File: src/hw/rtl/assert_macros.svh
// Assertion helpers used by the RTL top level.
`ifndef ASSERT_MACROS_SVH
`define ASSERT_MACROS_SVH

`ifndef SYNTHESIS
// Clocked property, disabled while reset is asserted (active low).
`define ASSERT_CLK(name, clk, rst_n, prop) \
  name: assert property (@(posedge clk) disable iff (!rst_n) (prop)) \
    else $error("assertion failed");
// Same, with a caller-supplied message.
`define ASSERT_ERR(name, clk, rst_n, prop, msg) \
  name: assert property (@(posedge clk) disable iff (!rst_n) (prop)) \
    else $error(msg);
`else
`define ASSERT_CLK(name, clk, rst_n, prop)
`define ASSERT_ERR(name, clk, rst_n, prop, msg)
`endif

`endif

File: src/hw/rtl/rqdp_pkg.sv
package rqdp_pkg;

  // Stream payload widths
  localparam int unsigned DataW    = 64;
  localparam int unsigned DistW    = 5;
  localparam int unsigned OpW      = 3;
  localparam int unsigned CntOutW  = 4;
  localparam int unsigned InTdataW = 72;
  localparam int unsigned OutTdataW = 72;

  // Operation codes carried on the input tuser
  typedef enum logic [OpW-1:0] {
    OP_ENQ       = 3'd0,
    OP_ENQ_DROP  = 3'd1,
    OP_DEQ       = 3'd2,
    OP_PEEK_OLD  = 3'd3,
    OP_PEEK_NEW  = 3'd4,
    OP_CLEAR     = 3'd5
  } op_e;

  // Status of one finished request, held in the result stage
  typedef struct packed {
    logic               ok;
    logic               rsel;      // read data comes from the slot store
    logic [CntOutW-1:0] count;
    logic               is_empty;
    logic               is_full;
  } res_meta_t;

endpackage

File: src/hw/rtl/ring_queue_drop_peek_top.sv
// Ring queue with drop-oldest enqueue and peek from either end.
// A request accepted at a clock edge is registered in the result register, then
// presented on m_axis from the output register (via the skid entry if m_axis holds).
// Throughput: one request per cycle unless m_axis back-pressure stalls it; the slot
// store has one write and one registered read port, and each request uses at most one.
// Reset: head and tail pointers go to zero (queue empty); slots are not cleared.
`include "assert_macros.svh"

module ring_queue_drop_peek_top import rqdp_pkg::*; #(
  parameter int unsigned DEPTH       = 16,
  parameter int unsigned ENTRY_WIDTH = 64
) (
  input  logic                 clk_i,
  input  logic                 rst_ni,
  input  logic                 s_axis_tvalid,
  output logic                 s_axis_tready,
  // [63:0] entry_data, [68:64] distance, [71:69] zero
  input  logic [InTdataW-1:0]  s_axis_tdata,
  // [2:0] opcode
  input  logic [OpW-1:0]       s_axis_tuser,
  output logic                 m_axis_tvalid,
  input  logic                 m_axis_tready,
  // [0] ok, [64:1] read_data, [68:65] count, [69] is_empty, [70] is_full,
  // [71] zero
  output logic [OutTdataW-1:0] m_axis_tdata
);

  localparam int unsigned PTR_W = $clog2(DEPTH);

  logic                   mem_we, mem_re;
  logic [PTR_W-1:0]       mem_waddr, mem_raddr;
  logic [ENTRY_WIDTH-1:0] mem_wdata, mem_rdata;
  logic                   res_vld, skid_rdy;
  res_meta_t              res_meta;
  logic [DataW-1:0]       read_data;
  logic [OutTdataW-1:0]   res_data;

  rqdp_ctrl #(
    .DEPTH       (DEPTH),
    .ENTRY_WIDTH (ENTRY_WIDTH),
    .PTR_W       (PTR_W)
  ) u_ctrl (
    .clk_i        (clk_i),
    .rst_ni       (rst_ni),
    .req_valid_i  (s_axis_tvalid),
    .req_ready_o  (s_axis_tready),
    .opcode_i     (s_axis_tuser),
    .entry_data_i (s_axis_tdata[DataW-1:0]),
    .distance_i   (s_axis_tdata[DataW+DistW-1:DataW]),
    .mem_we_o     (mem_we),
    .mem_waddr_o  (mem_waddr),
    .mem_wdata_o  (mem_wdata),
    .mem_re_o     (mem_re),
    .mem_raddr_o  (mem_raddr),
    .res_valid_o  (res_vld),
    .res_ready_i  (skid_rdy),
    .res_meta_o   (res_meta)
  );

  rqdp_mem #(
    .DEPTH       (DEPTH),
    .ENTRY_WIDTH (ENTRY_WIDTH),
    .PTR_W       (PTR_W)
  ) u_mem (
    .clk_i   (clk_i),
    .we_i    (mem_we),
    .waddr_i (mem_waddr),
    .wdata_i (mem_wdata),
    .re_i    (mem_re),
    .raddr_i (mem_raddr),
    .rdata_o (mem_rdata)
  );

  // Read data is zero unless this request read a slot
  assign read_data = res_meta.rsel ? DataW'(mem_rdata) : '0;
  assign res_data  = {1'b0, res_meta.is_full, res_meta.is_empty, res_meta.count,
                      read_data, res_meta.ok};

  rqdp_skid #(
    .W (OutTdataW)
  ) u_skid (
    .clk_i       (clk_i),
    .rst_ni      (rst_ni),
    .in_valid_i  (res_vld),
    .in_ready_o  (skid_rdy),
    .in_data_i   (res_data),
    .out_valid_o (m_axis_tvalid),
    .out_ready_i (m_axis_tready),
    .out_data_o  (m_axis_tdata)
  );

  // A request uses the write port or the read port, never both
  `ASSERT_CLK(a_mem_port_excl, clk_i, rst_ni, !(mem_we && mem_re))
  // A stalled result keeps its slot and its status
  `ASSERT_ERR(a_res_hold, clk_i, rst_ni, (res_vld && !skid_rdy) |=> (res_vld && $stable(res_meta)), "result lost under stall")
  // Skid entry only fills behind a held output
  `ASSERT_CLK(a_skid_behind_out, clk_i, rst_ni, !skid_rdy |-> m_axis_tvalid)

endmodule

File: src/hw/rtl/rqdp_mem.sv
module rqdp_mem import rqdp_pkg::*; #(
  parameter int unsigned DEPTH       = 16,
  parameter int unsigned ENTRY_WIDTH = 64,
  parameter int unsigned PTR_W       = $clog2(DEPTH)
) (
  input  logic                   clk_i,
  input  logic                   we_i,
  input  logic [PTR_W-1:0]       waddr_i,
  input  logic [ENTRY_WIDTH-1:0] wdata_i,
  input  logic                   re_i,
  input  logic [PTR_W-1:0]       raddr_i,
  output logic [ENTRY_WIDTH-1:0] rdata_o
);

  logic [ENTRY_WIDTH-1:0] mem_q [DEPTH];
  logic [ENTRY_WIDTH-1:0] rdata_q;

  // One write and one registered read port; read data holds when idle
  always_ff @(posedge clk_i) begin
    if (we_i) begin
      mem_q[waddr_i] <= wdata_i;
    end
    if (re_i) begin
      rdata_q <= mem_q[raddr_i];
    end
  end

  assign rdata_o = rdata_q;

endmodule

File: src/hw/rtl/rqdp_ctrl.sv
module rqdp_ctrl import rqdp_pkg::*; #(
  parameter int unsigned DEPTH       = 16,
  parameter int unsigned ENTRY_WIDTH = 64,
  parameter int unsigned PTR_W       = $clog2(DEPTH)
) (
  input  logic                   clk_i,
  input  logic                   rst_ni,
  // request side
  input  logic                   req_valid_i,
  output logic                   req_ready_o,
  input  logic [OpW-1:0]         opcode_i,
  input  logic [DataW-1:0]       entry_data_i,
  input  logic [DistW-1:0]       distance_i,
  // slot store ports
  output logic                   mem_we_o,
  output logic [PTR_W-1:0]       mem_waddr_o,
  output logic [ENTRY_WIDTH-1:0] mem_wdata_o,
  output logic                   mem_re_o,
  output logic [PTR_W-1:0]       mem_raddr_o,
  // result stage
  output logic                   res_valid_o,
  input  logic                   res_ready_i,
  output res_meta_t              res_meta_o
);

  localparam int unsigned CW = (PTR_W > CntOutW) ? PTR_W : CntOutW;
  localparam int unsigned NW = (PTR_W > DistW) ? PTR_W : DistW;
  localparam logic [PTR_W-1:0] LastIdx = PTR_W'(DEPTH - 1);
  localparam logic [PTR_W:0]   DepthW  = (PTR_W+1)'(DEPTH);

  function automatic logic [PTR_W-1:0] wrap_next(input logic [PTR_W-1:0] idx);
    return (idx == LastIdx) ? '0 : idx + 1'b1;
  endfunction

  function automatic logic [PTR_W-1:0] held(input logic [PTR_W-1:0] h,
                                           input logic [PTR_W-1:0] t);
    logic [PTR_W:0] diff;
    diff = {1'b0, t} - {1'b0, h};
    if (t < h) diff = diff + DepthW;
    return diff[PTR_W-1:0];
  endfunction

  logic [PTR_W-1:0] head_q, head_d, tail_q, tail_d;
  logic             res_vld_q, res_vld_d;
  res_meta_t        meta_q;

  logic             fire;
  logic             full_cur, empty_cur, in_range;
  logic [PTR_W-1:0] cnt_cur, cnt_d, nxt_tail, nxt_head;
  logic [NW-1:0]    n_ext, cnt_cur_ext;
  logic [PTR_W-1:0] n_p;
  logic [PTR_W:0]   old_sum, new_sum, tail_inc;
  logic [PTR_W-1:0] old_addr, new_addr;
  logic [CW-1:0]    cnt_wide;
  logic             we, re, ok;
  logic [PTR_W-1:0] raddr;

  // Accept when the result stage is free or drains this cycle
  assign req_ready_o = !res_vld_q || res_ready_i;
  assign fire        = req_valid_i && req_ready_o;

  // Current status
  assign cnt_cur   = held(head_q, tail_q);
  assign full_cur  = (wrap_next(tail_q) == head_q);
  assign empty_cur = (head_q == tail_q);
  assign nxt_tail  = wrap_next(tail_q);
  assign nxt_head  = wrap_next(head_q);

  // Peek range check and slot addresses
  assign n_ext       = NW'(distance_i);
  assign cnt_cur_ext = NW'(cnt_cur);
  assign in_range    = (n_ext != '0) && (n_ext <= cnt_cur_ext);
  assign n_p         = n_ext[PTR_W-1:0];

  always_comb begin
    old_sum = {1'b0, head_q} + {1'b0, n_p};
    if (old_sum >= DepthW) old_sum = old_sum - DepthW;
    old_addr = old_sum[PTR_W-1:0];

    tail_inc = {1'b0, tail_q} + 1'b1;
    if (tail_inc >= {1'b0, n_p}) new_sum = tail_inc - {1'b0, n_p};
    else                         new_sum = tail_inc + DepthW - {1'b0, n_p};
    new_addr = new_sum[PTR_W-1:0];
  end

  // Operation decode
  always_comb begin
    head_d = head_q;
    tail_d = tail_q;
    we     = 1'b0;
    re     = 1'b0;
    ok     = 1'b0;
    raddr  = nxt_head;
    case (op_e'(opcode_i))
      OP_ENQ: begin
        if (!full_cur) begin
          tail_d = nxt_tail;
          we     = 1'b1;
          ok     = 1'b1;
        end
      end
      OP_ENQ_DROP: begin
        if (full_cur) head_d = nxt_head;
        tail_d = nxt_tail;
        we     = 1'b1;
        ok     = 1'b1;
      end
      OP_DEQ: begin
        if (!empty_cur) begin
          head_d = nxt_head;
          re     = 1'b1;
          ok     = 1'b1;
        end
      end
      OP_PEEK_OLD: begin
        raddr = old_addr;
        if (in_range) begin
          re = 1'b1;
          ok = 1'b1;
        end
      end
      OP_PEEK_NEW: begin
        raddr = new_addr;
        if (in_range) begin
          re = 1'b1;
          ok = 1'b1;
        end
      end
      OP_CLEAR: begin
        head_d = '0;
        tail_d = '0;
        ok     = 1'b1;
      end
      default: begin
        // unused codes leave the queue untouched
      end
    endcase
  end

  assign cnt_d    = held(head_d, tail_d);
  assign cnt_wide = CW'(cnt_d);

  assign mem_we_o    = fire && we;
  assign mem_waddr_o = nxt_tail;
  assign mem_wdata_o = entry_data_i[ENTRY_WIDTH-1:0];
  assign mem_re_o    = fire && re;
  assign mem_raddr_o = raddr;

  // Result stage valid
  always_comb begin
    if (fire)             res_vld_d = 1'b1;
    else if (res_ready_i) res_vld_d = 1'b0;
    else                  res_vld_d = res_vld_q;
  end

  // Pointers and result valid
  always_ff @(posedge clk_i or negedge rst_ni) begin
    if (!rst_ni) begin
      head_q    <= '0;
      tail_q    <= '0;
      res_vld_q <= 1'b0;
    end else begin
      res_vld_q <= res_vld_d;
      if (fire) begin
        head_q <= head_d;
        tail_q <= tail_d;
      end
    end
  end

  // Result status, payload only
  always_ff @(posedge clk_i) begin
    if (fire) begin
      meta_q.ok       <= ok;
      meta_q.rsel     <= re;
      meta_q.count    <= cnt_wide[CntOutW-1:0];
      meta_q.is_empty <= (cnt_d == '0);
      meta_q.is_full  <= (cnt_d == LastIdx);
    end
  end

  assign res_valid_o = res_vld_q;
  assign res_meta_o  = meta_q;

endmodule

File: src/hw/rtl/rqdp_skid.sv
module rqdp_skid import rqdp_pkg::*; #(
  parameter int unsigned W = OutTdataW
) (
  input  logic         clk_i,
  input  logic         rst_ni,
  input  logic         in_valid_i,
  output logic         in_ready_o,
  input  logic [W-1:0] in_data_i,
  output logic         out_valid_o,
  input  logic         out_ready_i,
  output logic [W-1:0] out_data_o
);

  logic         out_vld_q, skid_vld_q;
  logic [W-1:0] out_data_q, skid_data_q;
  logic         in_fire, out_free;

  // Ready comes straight from a flop
  assign in_ready_o = !skid_vld_q;
  assign in_fire    = in_valid_i && !skid_vld_q;
  assign out_free   = !out_vld_q || out_ready_i;

  // Valid flags
  always_ff @(posedge clk_i or negedge rst_ni) begin
    if (!rst_ni) begin
      out_vld_q  <= 1'b0;
      skid_vld_q <= 1'b0;
    end else if (out_free) begin
      out_vld_q  <= skid_vld_q || in_fire;
      skid_vld_q <= 1'b0;
    end else if (in_fire) begin
      skid_vld_q <= 1'b1;
    end
  end

  // Data path
  always_ff @(posedge clk_i) begin
    if (out_free) begin
      if (skid_vld_q)   out_data_q <= skid_data_q;
      else if (in_fire) out_data_q <= in_data_i;
    end else if (in_fire) begin
      skid_data_q <= in_data_i;
    end
  end

  assign out_valid_o = out_vld_q;
  assign out_data_o  = out_data_q;

endmodule

File: config.mk
export PLATFORM = sky130hd
export DESIGN_NAME = ring_queue_drop_peek_top
export DESIGN_NICKNAME = d
export VERILOG_FILES = /design/src/hw/rtl/rqdp_pkg.sv /design/src/hw/rtl/ring_queue_drop_peek_top.sv /design/src/hw/rtl/rqdp_mem.sv /design/src/hw/rtl/rqdp_ctrl.sv /design/src/hw/rtl/rqdp_skid.sv
export VERILOG_INCLUDE_DIRS = /design/src /design/src/hw/rtl
export SDC_FILE = /design/constraint.sdc
export NUM_CORES = 1
export LEC_CHECK = 0
export BUFFER_PORTS_ARGS = -buffer_cell sky130_fd_sc_hd__buf_2
export CAP_MARGIN = 25
export CORE_AREA = 2 2 352 354
export CTS_CLUSTER_DIAMETER = 80
export DETAILED_ROUTE_END_ITERATION = 10
export DIE_AREA = 0 0 354 356
export SKIP_LAST_GASP = 1
export SYNTH_ARGS = -nofsm -noshare
export SYNTH_HDL_FRONTEND = slang
export SYNTH_HIERARCHICAL = 1
export SYNTH_SLANG_ARGS = --single-unit
File: constraint.sdc
create_clock -name clk_i -period 8.8 [get_ports clk_i]
set_clock_uncertainty 0.05 [all_clocks]
set_input_delay 0.44 -clock clk_i [delete_from_list [all_inputs] [get_ports clk_i]]
set_output_delay 0.44 -clock clk_i [all_outputs]
set_load 0.005 [all_outputs]
# == Word level (Yosys, flattened, before mapping) ==
# Memories as Yosys holds them, arrays and structs flattened. A register that Yosys moved wholly into a read port is not among the register bits.
# Index checks and enable logic that the tools add are counted.
# word_totals
elab_cells,89
memories,1
ram_bits,1024
regBits,161
in_bits,79
# classes
n_eq_ne,11
add_sub_neg,12
magnitude_cmp,5
reduce_logical,20
mux,27
bitwise,1
# memory_table
name,words,width,rd,rd_clocked_by_memory_dff,write_ports,line_no,rtl
u_mem.mem_q,16,64,1,1,1,rqdp_mem.sv:15,logic [ENTRY_WIDTH-1:0] mem_q [DEPTH];
# op_table
operator,count
71-bit 2-to-1 mux,2
64-bit 2-to-1 mux,1
4-bit 2-to-1 mux,9
4-bit one-hot mux with 3 select lines,2
4-bit by 1-bit adder with 4-bit output (second input constant),5
4-bit subtractor,4
4-bit == test (second input constant),3
1-bit 2-to-1 mux,9
4-bit == test,2
4-bit < comparator,2
4-bit one-hot mux with 2 select lines,1
3-bit by 2-bit == test with 1-bit output (second input constant),2
3-bit == test (second input constant),2
4-bit by 1-bit adder with 5-bit output (second input constant),1
4-bit by 4-bit adder with 5-bit output,1
5-bit by 4-bit greater-or-equal comparator with 1-bit output,1
5-bit greater-or-equal comparator (second input constant),1
5-bit by 4-bit <= comparator with 1-bit output,1
1-bit logical AND,5
5-bit nonzero test,1
4-bit zero test,1
1-bit one-hot mux with 2 select lines,2
1-bit one-hot mux with 4 select lines,1
2-bit AND reduction,2
9 further kinds,15

# == Depth between registers and ports, before layout ==
# Gate-level depths: netlist of run 1.
# depth
ltp_word,9
ltp_mapped,15

# == Hierarchy ==
# Netlist of run 1, hierarchy kept.
# by_module_without_submodules
module,area_each_um2,seq_area_each_um2,cells_per_inst,instances
rqdp_mem,40222.3,32671.3,1647,1
rqdp_skid,5477.8,4374.2,233,1
rqdp_ctrl,2467.4,465.4,283,1
ring_queue_drop_peek_top,514.2,0.0,71,1

# == Worst setup path before layout of run 1 ==
# Ideal clock, no wire load.
# synth_timing
kind,flip-flop to flip-flop
start,reg u_ctrl.tail_q[0]
end,"mem u_mem.mem_q[0][0], enable pin"
period_less_slack_ps,7531
t_arrival_ps,6916
path_stages_with_launch,10
slack_ps,1269
path_cell_list,dfrtp_1 ha_1 buf_6 a21oi_1 o22ai_4 xor2_2 a311o_2 nor2b_2 or3b_2 nor3_1
# synth_between
elab_chain_len,8
word_cells_on_any_way,9
classes_between,add/sub: 1; eq/ne: 2; mux: 5; reduce/logical: 1
# synth_rtl
item,line_no,rtl
from (decl),rqdp_ctrl.sv:43,"logic [PTR_W-1:0] head_q, head_d, tail_q, tail_d;"
from (signal assigned),rqdp_ctrl.sv:166,tail_q <= tail_d;
4-bit by 1-bit adder with 4-bit output or 4-bit == test (tied branches),rqdp_ctrl.sv:32,return (idx == LastIdx) ? '0 : idx + 1'b1;
4-bit 2-to-1 mux *,rqdp_ctrl.sv:32,
4-bit == test *,rqdp_ctrl.sv:64,assign full_cur = (wrap_next(tail_q) == head_q);
1-bit 2-to-1 mux *,rqdp_ctrl.sv:96,if (!full_cur) begin
1-bit one-hot mux with 2 select lines *,rqdp_ctrl.sv:94,case (op_e'(opcode_i))
1-bit logical AND *,rqdp_ctrl.sv:143,assign mem_we_o = fire && we;
named net mem_we,ring_queue_drop_peek_top.sv:30,"logic mem_we, mem_re;"
1-bit 2-to-1 mux *,rqdp_mem.sv:20,if (we_i) begin
1-bit 2-to-1 mux (implied by the code) *,rqdp_mem.sv:21,mem_q[waddr_i] <= wdata_i;
to (decl),rqdp_mem.sv:15,
# The timed path passes the listed nets; every way through them passes the cells marked *.

# == Final worst setup path of run 1 ==
# layout_timing
start,reg u_ctrl.tail_q[0]
end,"mem u_mem.mem_q[2][53], enable pin"
# layout_between
elab_chain_len,8
word_cells_on_any_way,9
classes_between,add/sub: 1; eq/ne: 2; mux: 5; reduce/logical: 1
# layout_rtl
item,line_no,rtl
4-bit by 1-bit adder with 4-bit output or 4-bit == test (tied branches),rqdp_ctrl.sv:32,
4-bit 2-to-1 mux *,rqdp_ctrl.sv:32,
named net mem_waddr[0],ring_queue_drop_peek_top.sv:31,"logic [PTR_W-1:0] mem_waddr, mem_raddr;"
4-bit == test *,rqdp_ctrl.sv:64,
1-bit 2-to-1 mux *,rqdp_ctrl.sv:96,
1-bit one-hot mux with 2 select lines *,rqdp_ctrl.sv:94,
1-bit logical AND *,rqdp_ctrl.sv:143,
named net mem_we,ring_queue_drop_peek_top.sv:30,
1-bit 2-to-1 mux *,rqdp_mem.sv:20,
1-bit 2-to-1 mux (implied by the code) *,rqdp_mem.sv:21,
# Marks and branches as above.

==> summary.txt, run 1 <==
CTS
  • CTS sink cnt: 1,251
  • H-tree Lvls: 4
  • Clock Tree Root: clkbuf_16
  • TritonCTS clock tree: done
  • Clock latency on the worst-skew pair: 0.74 ns
  • CTS Buf Count: 132
  • CTS Buffer Depth: 3
  • Worst-path clk slew: 0.06 ns

Detailed routing
  • DR vias: 22,500
  • Routed Antenna Nets: 0
  • DRC: 0
  • Drt wl/cell: 25.4 um
  • Initial DRC count: 2,151
  • Vias/cell: 5.37
  • 1st-pass router iterations: 5
  • Drt total wl: 107 mm

Power
  • Total power: 16.0 mW
  • PD cells: 288 nW/um2
  • Maximum vdd drop: 336 uV
  • Leakage: 18.1 nW

Critical path
  • Critical Path End Type: register
  • Startpoint Class: register
  • Critical Setup Path Class: reg2reg
  • Data required time of the critical path: 9.09 ns
  • Critical-path maximum fanout: 44
  • CP arrival: 5.46 ns

Floorplan
  • Core Footprint: 123,000 um2
  • DIE AREA: 126,000 um2
  • Die height: 356 um
  • I/O pin count: 153
  • Die W: 354 um
  • Initial Util: 0.397
  • Rows: 129

GRT
  • Vias in the first global route: 23,800
  • Residual overflow from global routing: 0
  • Antenna violations before repair: 16
  • GRT Total Usage: 0.170
  • Largest net degree at the start of global routing: 138
  • First-pass GRT wire length: 157 mm

Yosys
  • EDFF count, synth: 1,240
  • Syn_area_per_cell: 21.8 um2
  • Sequential share of the synthesized area: 0.771
  • Ys flop type: edfxtp_1
  • Yosys reg bits: 1,251
  • Area leader, netlist: edfxtp_1
  • Synth top area cells: edfxtp_1 (76%), mux4_2 (12%), a22oi_1 (2.0%)
  • Yosys warns: 6
  • FFs w/ async S/R, synth: 0.00879
  • Yosys top cell area share: 0.765
  • Cell variety after synth: 65
  • Synth Instances: 2,234
  • Post-Syn Area: 48,700 um2

Timing
  • Worst-margin pin slew: 1.07 ns
  • Final period utilization: 0.588
  • Endpoints failing hold: 0
  • Hold slack: 0.0429 ns
  • RSZ-0062 raised after global routing: no
  • Fmax: 193 MHz
  • Worst slew margin: 0.286
  • Slew Limit Fails: 0
  • Setup violations, final: 0
  • Setup_tns: 0 ns
  • Crit path time final: 5.17 ns

Placement
  • Buffers on Ports: 149
  • RePlAce Congestion: 0.765
  • Final HPWL DP: 55.0 mm

Flow run
  • MaxCap Viol Count: 0

Finish
  • Most common cell after layout, fill and taps aside: edfxtp_1
  • Share of layout cells above drive strength 1: 0.318
  • Layout-stage area growth over the synthesis result: 14.4%
  • Commonest cells after routing, fill and taps aside: edfxtp_1 (1,240), mux4_2 (256), buf_2 (149)
  • # nets final: 2,546

Hold path
  • Worst hold path type: in2reg

Run status
  • Status: complete, no violations
state kept, by name, summed over array words and instances (netlist names):
name / flops
u_ctrl/head_q: 4
u_ctrl/res_meta_o: 8
u_ctrl/res_valid_o: 1
u_ctrl/tail_q: 4
u_mem/mem_q: 1024
u_mem/rdata_o: 64
u_skid/out_data_o: 72
u_skid/out_valid_o: 1
u_skid/skid_data_q: 72
u_skid/skid_vld_q: 1
critical path, stage by stage, from the launching register on:
cell and delay (ns):
dfrtp_1 0.50, ha_1 0.43, a31oi_4 0.44, xor2_1 0.27, nor4_4 0.11, a311o_2 0.44
nor2b_2 0.27, or3b_2 0.60, nor2_4 0.72, buf_4 0.85
through the flow:
| step | setup slack, ns | instances | cell area (um2) | util |
|---|---|---|---|---|
| finish | 3.63 | 4187 | 55700 | 0.454 |
| detailed placement | 3.66 | 3895 | 51000 | 0.416 |
| CTS | 3.60 | 4183 | 55600 | 0.453 |
| global route | 3.38 | 4186 | 55700 | 0.454 |
| global placement | 3.72 | 3892 | 50900 | 0.415 |
| floorplan | 1.27 | 2235 | 48700 | - |
synthesized netlist by cell type (3+ instances only):
master and count:
a21o_1 8, a21oi_1 15, a22o_1 4, a22oi_1 130
a32o_1 3, and2_1 5, and2_2 64, buf_1 13
buf_2 17, buf_4 70, buf_6 22, clkbuf_1 44
clkbuf_2 6, dfrtp_1 11, edfxtp_1 1240, fa_1 4
ha_1 18, inv_1 20, mux2_2 24, mux2_4 48
mux4_2 256, nand2_1 83, nand2b_1 11, nand3_1 5
nand3b_1 3, nor2_1 23, nor2b_1 11, nor3_1 6
o21a_1 3, o21ai_0 6, o221ai_1 3, o22ai_1 4
or3_1 3, xnor2_1 8, xor2_1 6
cell type report:
| type | instances | area, um2 |
|---|---|---|
| Clock inverter | 69 | 559 |
| Clock buffer | 169 | 3570 |
| Tap cell | 1637 | 2050 |
| Fill cell | 10300 | 67000 |
| Inverter | 20 | 75.1 |
| Antenna cell | 1 | 2.50 |
| Timing Repair Buffer | 248 | 1740 |
| Multi-Input combinational cell | 792 | 10200 |
| Sequential cell | 1251 | 37500 |
worst paths after layout:
check	slack (ns)	to	start	cells after the start
worst min-delay path	0.04	u_mem/mem_q[3][19]	s_axis_tdata[19]	1
worst max-delay path	3.63	u_mem/mem_q[2][53]	u_ctrl/tail_q[0]	9
min in group asynchronous	0.07	u_ctrl/head_q[3]	rst_ni	2
worst max register to register	3.63	u_mem/mem_q[2][53]	u_ctrl/tail_q[0]	9
worst min register to register	0.39	u_skid/skid_data_q[0]	u_ctrl/res_meta_o[7]	0
max in group asynchronous	8.37	u_skid/skid_vld_q	rst_ni	2
metal layers:
| layer | part of all wire | GRT usage | up-vias |
|---|---|---|---|
| li1 | - | - | 9613 |
| met1 | 0.43 | 0.231 | 12000 |
| met2 | 0.49 | 0.280 | 667 |
| met3 | 0.060 | 0.0353 | 168 |
| met4 | 0.019 | 0.0464 | 22 |
| met5 | 0.0013 | 0 | - |
kinds of logic after synthesis:
group | after synthesis | share of synthesized area
AO/OA/AOI/OAI | 194 | 0.0303
XOR/XNOR | 17 | 0.00352
adder cells (fa/ha/maj) | 22 | 0.00627
buffers and inverters | 192 | 0.0242
flip-flops | 1251 | 0.771
multiplexers | 330 | 0.139
other | 1 | 0.0000770
AND/OR/NAND/NOR | 227 | 0.0259
where the power goes:
part | switching (mW) | internal [mW]
sequential | 0.115 | 6.95
combinational | 1.95 | 1.70
clock | 2.24 | 3.06
total | 4.31 | 11.7
repair_timing:
item | CTS | global route
setup buffers | 0 | 0
hold buffers | 50 | 0
resized for setup | 0 | 0
hold endpoints to repair | 614 | 0
No activity file was read; power rests on OpenSTA's default activity.
==> inputs of run 2 (changes only) <==
==> constraint.sdc (replaced) <==
create_clock -name clk_i -period 4.43 [get_ports clk_i]
set_clock_uncertainty 0.05 [all_clocks]
set_input_delay 0.2215 -clock clk_i [delete_from_list [all_inputs] [get_ports clk_i]]
set_output_delay 0.2215 -clock clk_i [all_outputs]
set_load 0.005 [all_outputs]
==> summary.txt, run 2 (synthesized netlist as in run 1, its figures left out) <==
Power
  • Maximum vdd drop: 397 uV (+18%)
  • Leakage: 18.5 nW (+2.4%)
  • Net Sw Frac: 0.269 (+0.000475)
  • P_int: 23.9 mW (+100%)
  • Net Switching: 8.80 mW (+100%)
  • Total power: 32.7 mW (+100%)
  • Clock power frac: 0.341 (+0.010)
  • PD cells: 576 nW/um2 (+100%)
  • Comb pwr share: 0.228 (about the same)
  • Sequential share of power: 0.430 (-0.011)

GRT
  • Antenna violations before repair: 11 (-5)
  • GRT Total Usage: 0.176 (+0.00621)
  • Largest net degree at the start of global routing: 89 (-36%)
  • Residual overflow from global routing: 0 (unchanged)
  • First-pass GRT wire length: 162 mm (+3.0%)
  • Vias in the first global route: 23,800 (+0.32%)

Critical path
  • Critical Path End Type: register
  • Critical-path maximum fanout: 17 (-61%)
  • Critical Setup Path Class: reg2reg
  • Data required time of the critical path: 4.81 ns (-4.28 ns)
  • Startpoint Class: register
  • CP arrival: 4.29 ns (-1.17 ns)

Detailed routing
  • DRC: 0 (unchanged)
  • Vias/cell: 5.39 (+0.34%)
  • Drt wl/cell: 26.1 um (+2.5%)
  • Drt total wl: 111 mm (+3.8%)
  • Routed Antenna Nets: 0 (unchanged)
  • 1st-pass router iterations: 7 (+2)
  • DR vias: 22,900 (+1.6%)
  • Initial DRC count: 2,177 (+1.2%)

Floorplan
  • Die height: 356 um (unchanged)
  • Core Footprint: 123,000 um2 (unchanged)
  • DIE AREA: 126,000 um2 (unchanged)
  • Rows: 129 (unchanged)
  • Die W: 354 um (unchanged)
  • Initial Util: 0.397 (unchanged)
  • I/O pin count: 153 (unchanged)

CTS
  • CTS Buffer Depth: 3 (unchanged)
  • TritonCTS clock tree: done
  • CTS Buf Count: 133 (+0.76%)
  • CTS sink cnt: 1,251 (unchanged)
  • Clock latency on the worst-skew pair: 0.74 ns (about the same)
  • H-tree Lvls: 4 (unchanged)
  • Clock Tree Root: clkbuf_16
  • Worst-path clk slew: 0.06 ns (about the same)
  • Post-CTS Resized: 0 (unchanged)

Finish
  • Most common cell after layout, fill and taps aside: edfxtp_1
  • Area occupied by multi-input gates: 10,200 um2 (+0.44%)
  • Filler instances: 10,200 (-1.2%)
  • Post-Layout Inst Area: 56,700 um2 (+1.8%)
  • Largest register FFs: 1,024 (unchanged)
  • Layout-stage area growth over the synthesis result: 16.5%
  • # nets final: 2,594 (+1.9%)
  • Top reg by flops: u_mem/mem_q
  • Commonest cells after routing, fill and taps aside: edfxtp_1 (1,240), mux4_2 (256), buf_2 (149)
  • Share of layout cells above drive strength 1: 0.326 (+0.00825)
  • Sequential Area: 37,500 um2 (about the same)

Flow run
  • MaxCap Viol Count: 0 (unchanged)

Timing
  • Slew Limit Fails: 0 (unchanged)
  • Setup violations, final: 0 (unchanged)
  • Crit path time final: 3.91 ns (-1.26 ns)
  • Endpoints failing hold: 0 (unchanged)
  • Worst-margin pin slew: 0.845 ns (-0.226 ns)
  • RSZ-0062 raised after global routing: no
  • Final period utilization: 0.884 (+0.296)
  • Hold slack: 0.185 ns (+0.142 ns)
  • Worst slew margin: 0.437 (+0.151)
  • Fmax: 255 MHz (+32%)

Placement
  • Placed cell area: 51,500 um2 (+1.1%)
  • RePlAce Congestion: 0.783 (+2.4%)
  • Buffers on Ports: 149 (unchanged)
  • Final HPWL DP: 57.8 mm (+5.2%)

Hold path
  • Worst hold path type: in2reg

Run status
  • Status: complete, no violations
[run 2: path summary, 6_finish.rpt]
check | cells past startpoint | slack [ns] | endpoint | from
setup reg to reg | 12 | 0.52 | u_mem/rdata_o[39] | u_ctrl/tail_q[0]
min in group asynchronous | 3 | 0.58 | u_ctrl/tail_q[2] | rst_ni
hold / removal | 3 | 0.18 | u_ctrl/res_valid_o | s_axis_tvalid
max in group asynchronous | 3 | 3.22 | u_skid/skid_vld_q | rst_ni
setup / recovery | 12 | 0.52 | u_mem/rdata_o[39] | u_ctrl/tail_q[0]
hold reg to reg | 0 | 0.40 | u_skid/skid_data_q[67] | u_ctrl/res_meta_o[4]
[run 2: metrics by stage]
step	util	setup WS, ns	instances	TNS [ns]
3_5_place_dp	0.420	0.524	3923	0
2_1_floorplan	-	-1.13	2235	-350.73
3_3_place_gp	0.420	0.514	3922	0
4_1_cts	0.462	0.503	4238	0
5_1_grt	0.462	0.243	4239	0
6_report	0.462	0.516	4240	0
[run 2: layout make-up]
cell class / instances / share of cell area
tap: 1637 / 0.0361
clock buffer: 156 / 0.0610
multi-input combinational: 792 / 0.180
inverter: 20 / 0.00132
clock inverter: 87 / 0.0169
timing repair buffer: 295 / 0.0425
sequential: 1251 / 0.662
antenna: 2 / 0.0000883
[run 2: routing by layer]
metal | vias up | track usage | routed length (um) | share of wire
met5 | - | 0 | 95 | 0.00086
met4 | 14 | 0.0476 | 2180 | 0.020
met3 | 159 | 0.0369 | 6750 | 0.061
met2 | 696 | 0.283 | 53400 | 0.48
met1 | 12300 | 0.246 | 48200 | 0.44
li1 | 9724 | - | - | -
[run 2: critical path, stage by stage, from the launching register on]
cell and delay (ns):
dfrtp_2 0.50, inv_1 0.08, ha_1 0.22, fa_1 0.44, ha_1 0.30, nor2b_1 0.14
o21a_1 0.16, o21a_1 0.16, o21ai_0 0.39, a32oi_1 0.16, o22ai_1 0.25, and2_4 0.47
buf_12 0.25
[run 2: repair_timing]
action                                 4_1_cts  5_1_grt
hold buffers                                72        0
setup buffers                                0        0
endpoints found under the hold margin     1041        0
[run 2: power groups by stage]
stage	clock (mW)	sequential [mW]	combinational (mW)
6_report	11.1	14.0	7.46
5_1_grt	11.9	14.1	8.10
4_1_cts	11.4	14.1	7.59
3_5_place_dp	0	14.3	7.50
3_3_place_gp	0	14.3	7.38
2_1_floorplan	0	14.2	5.55
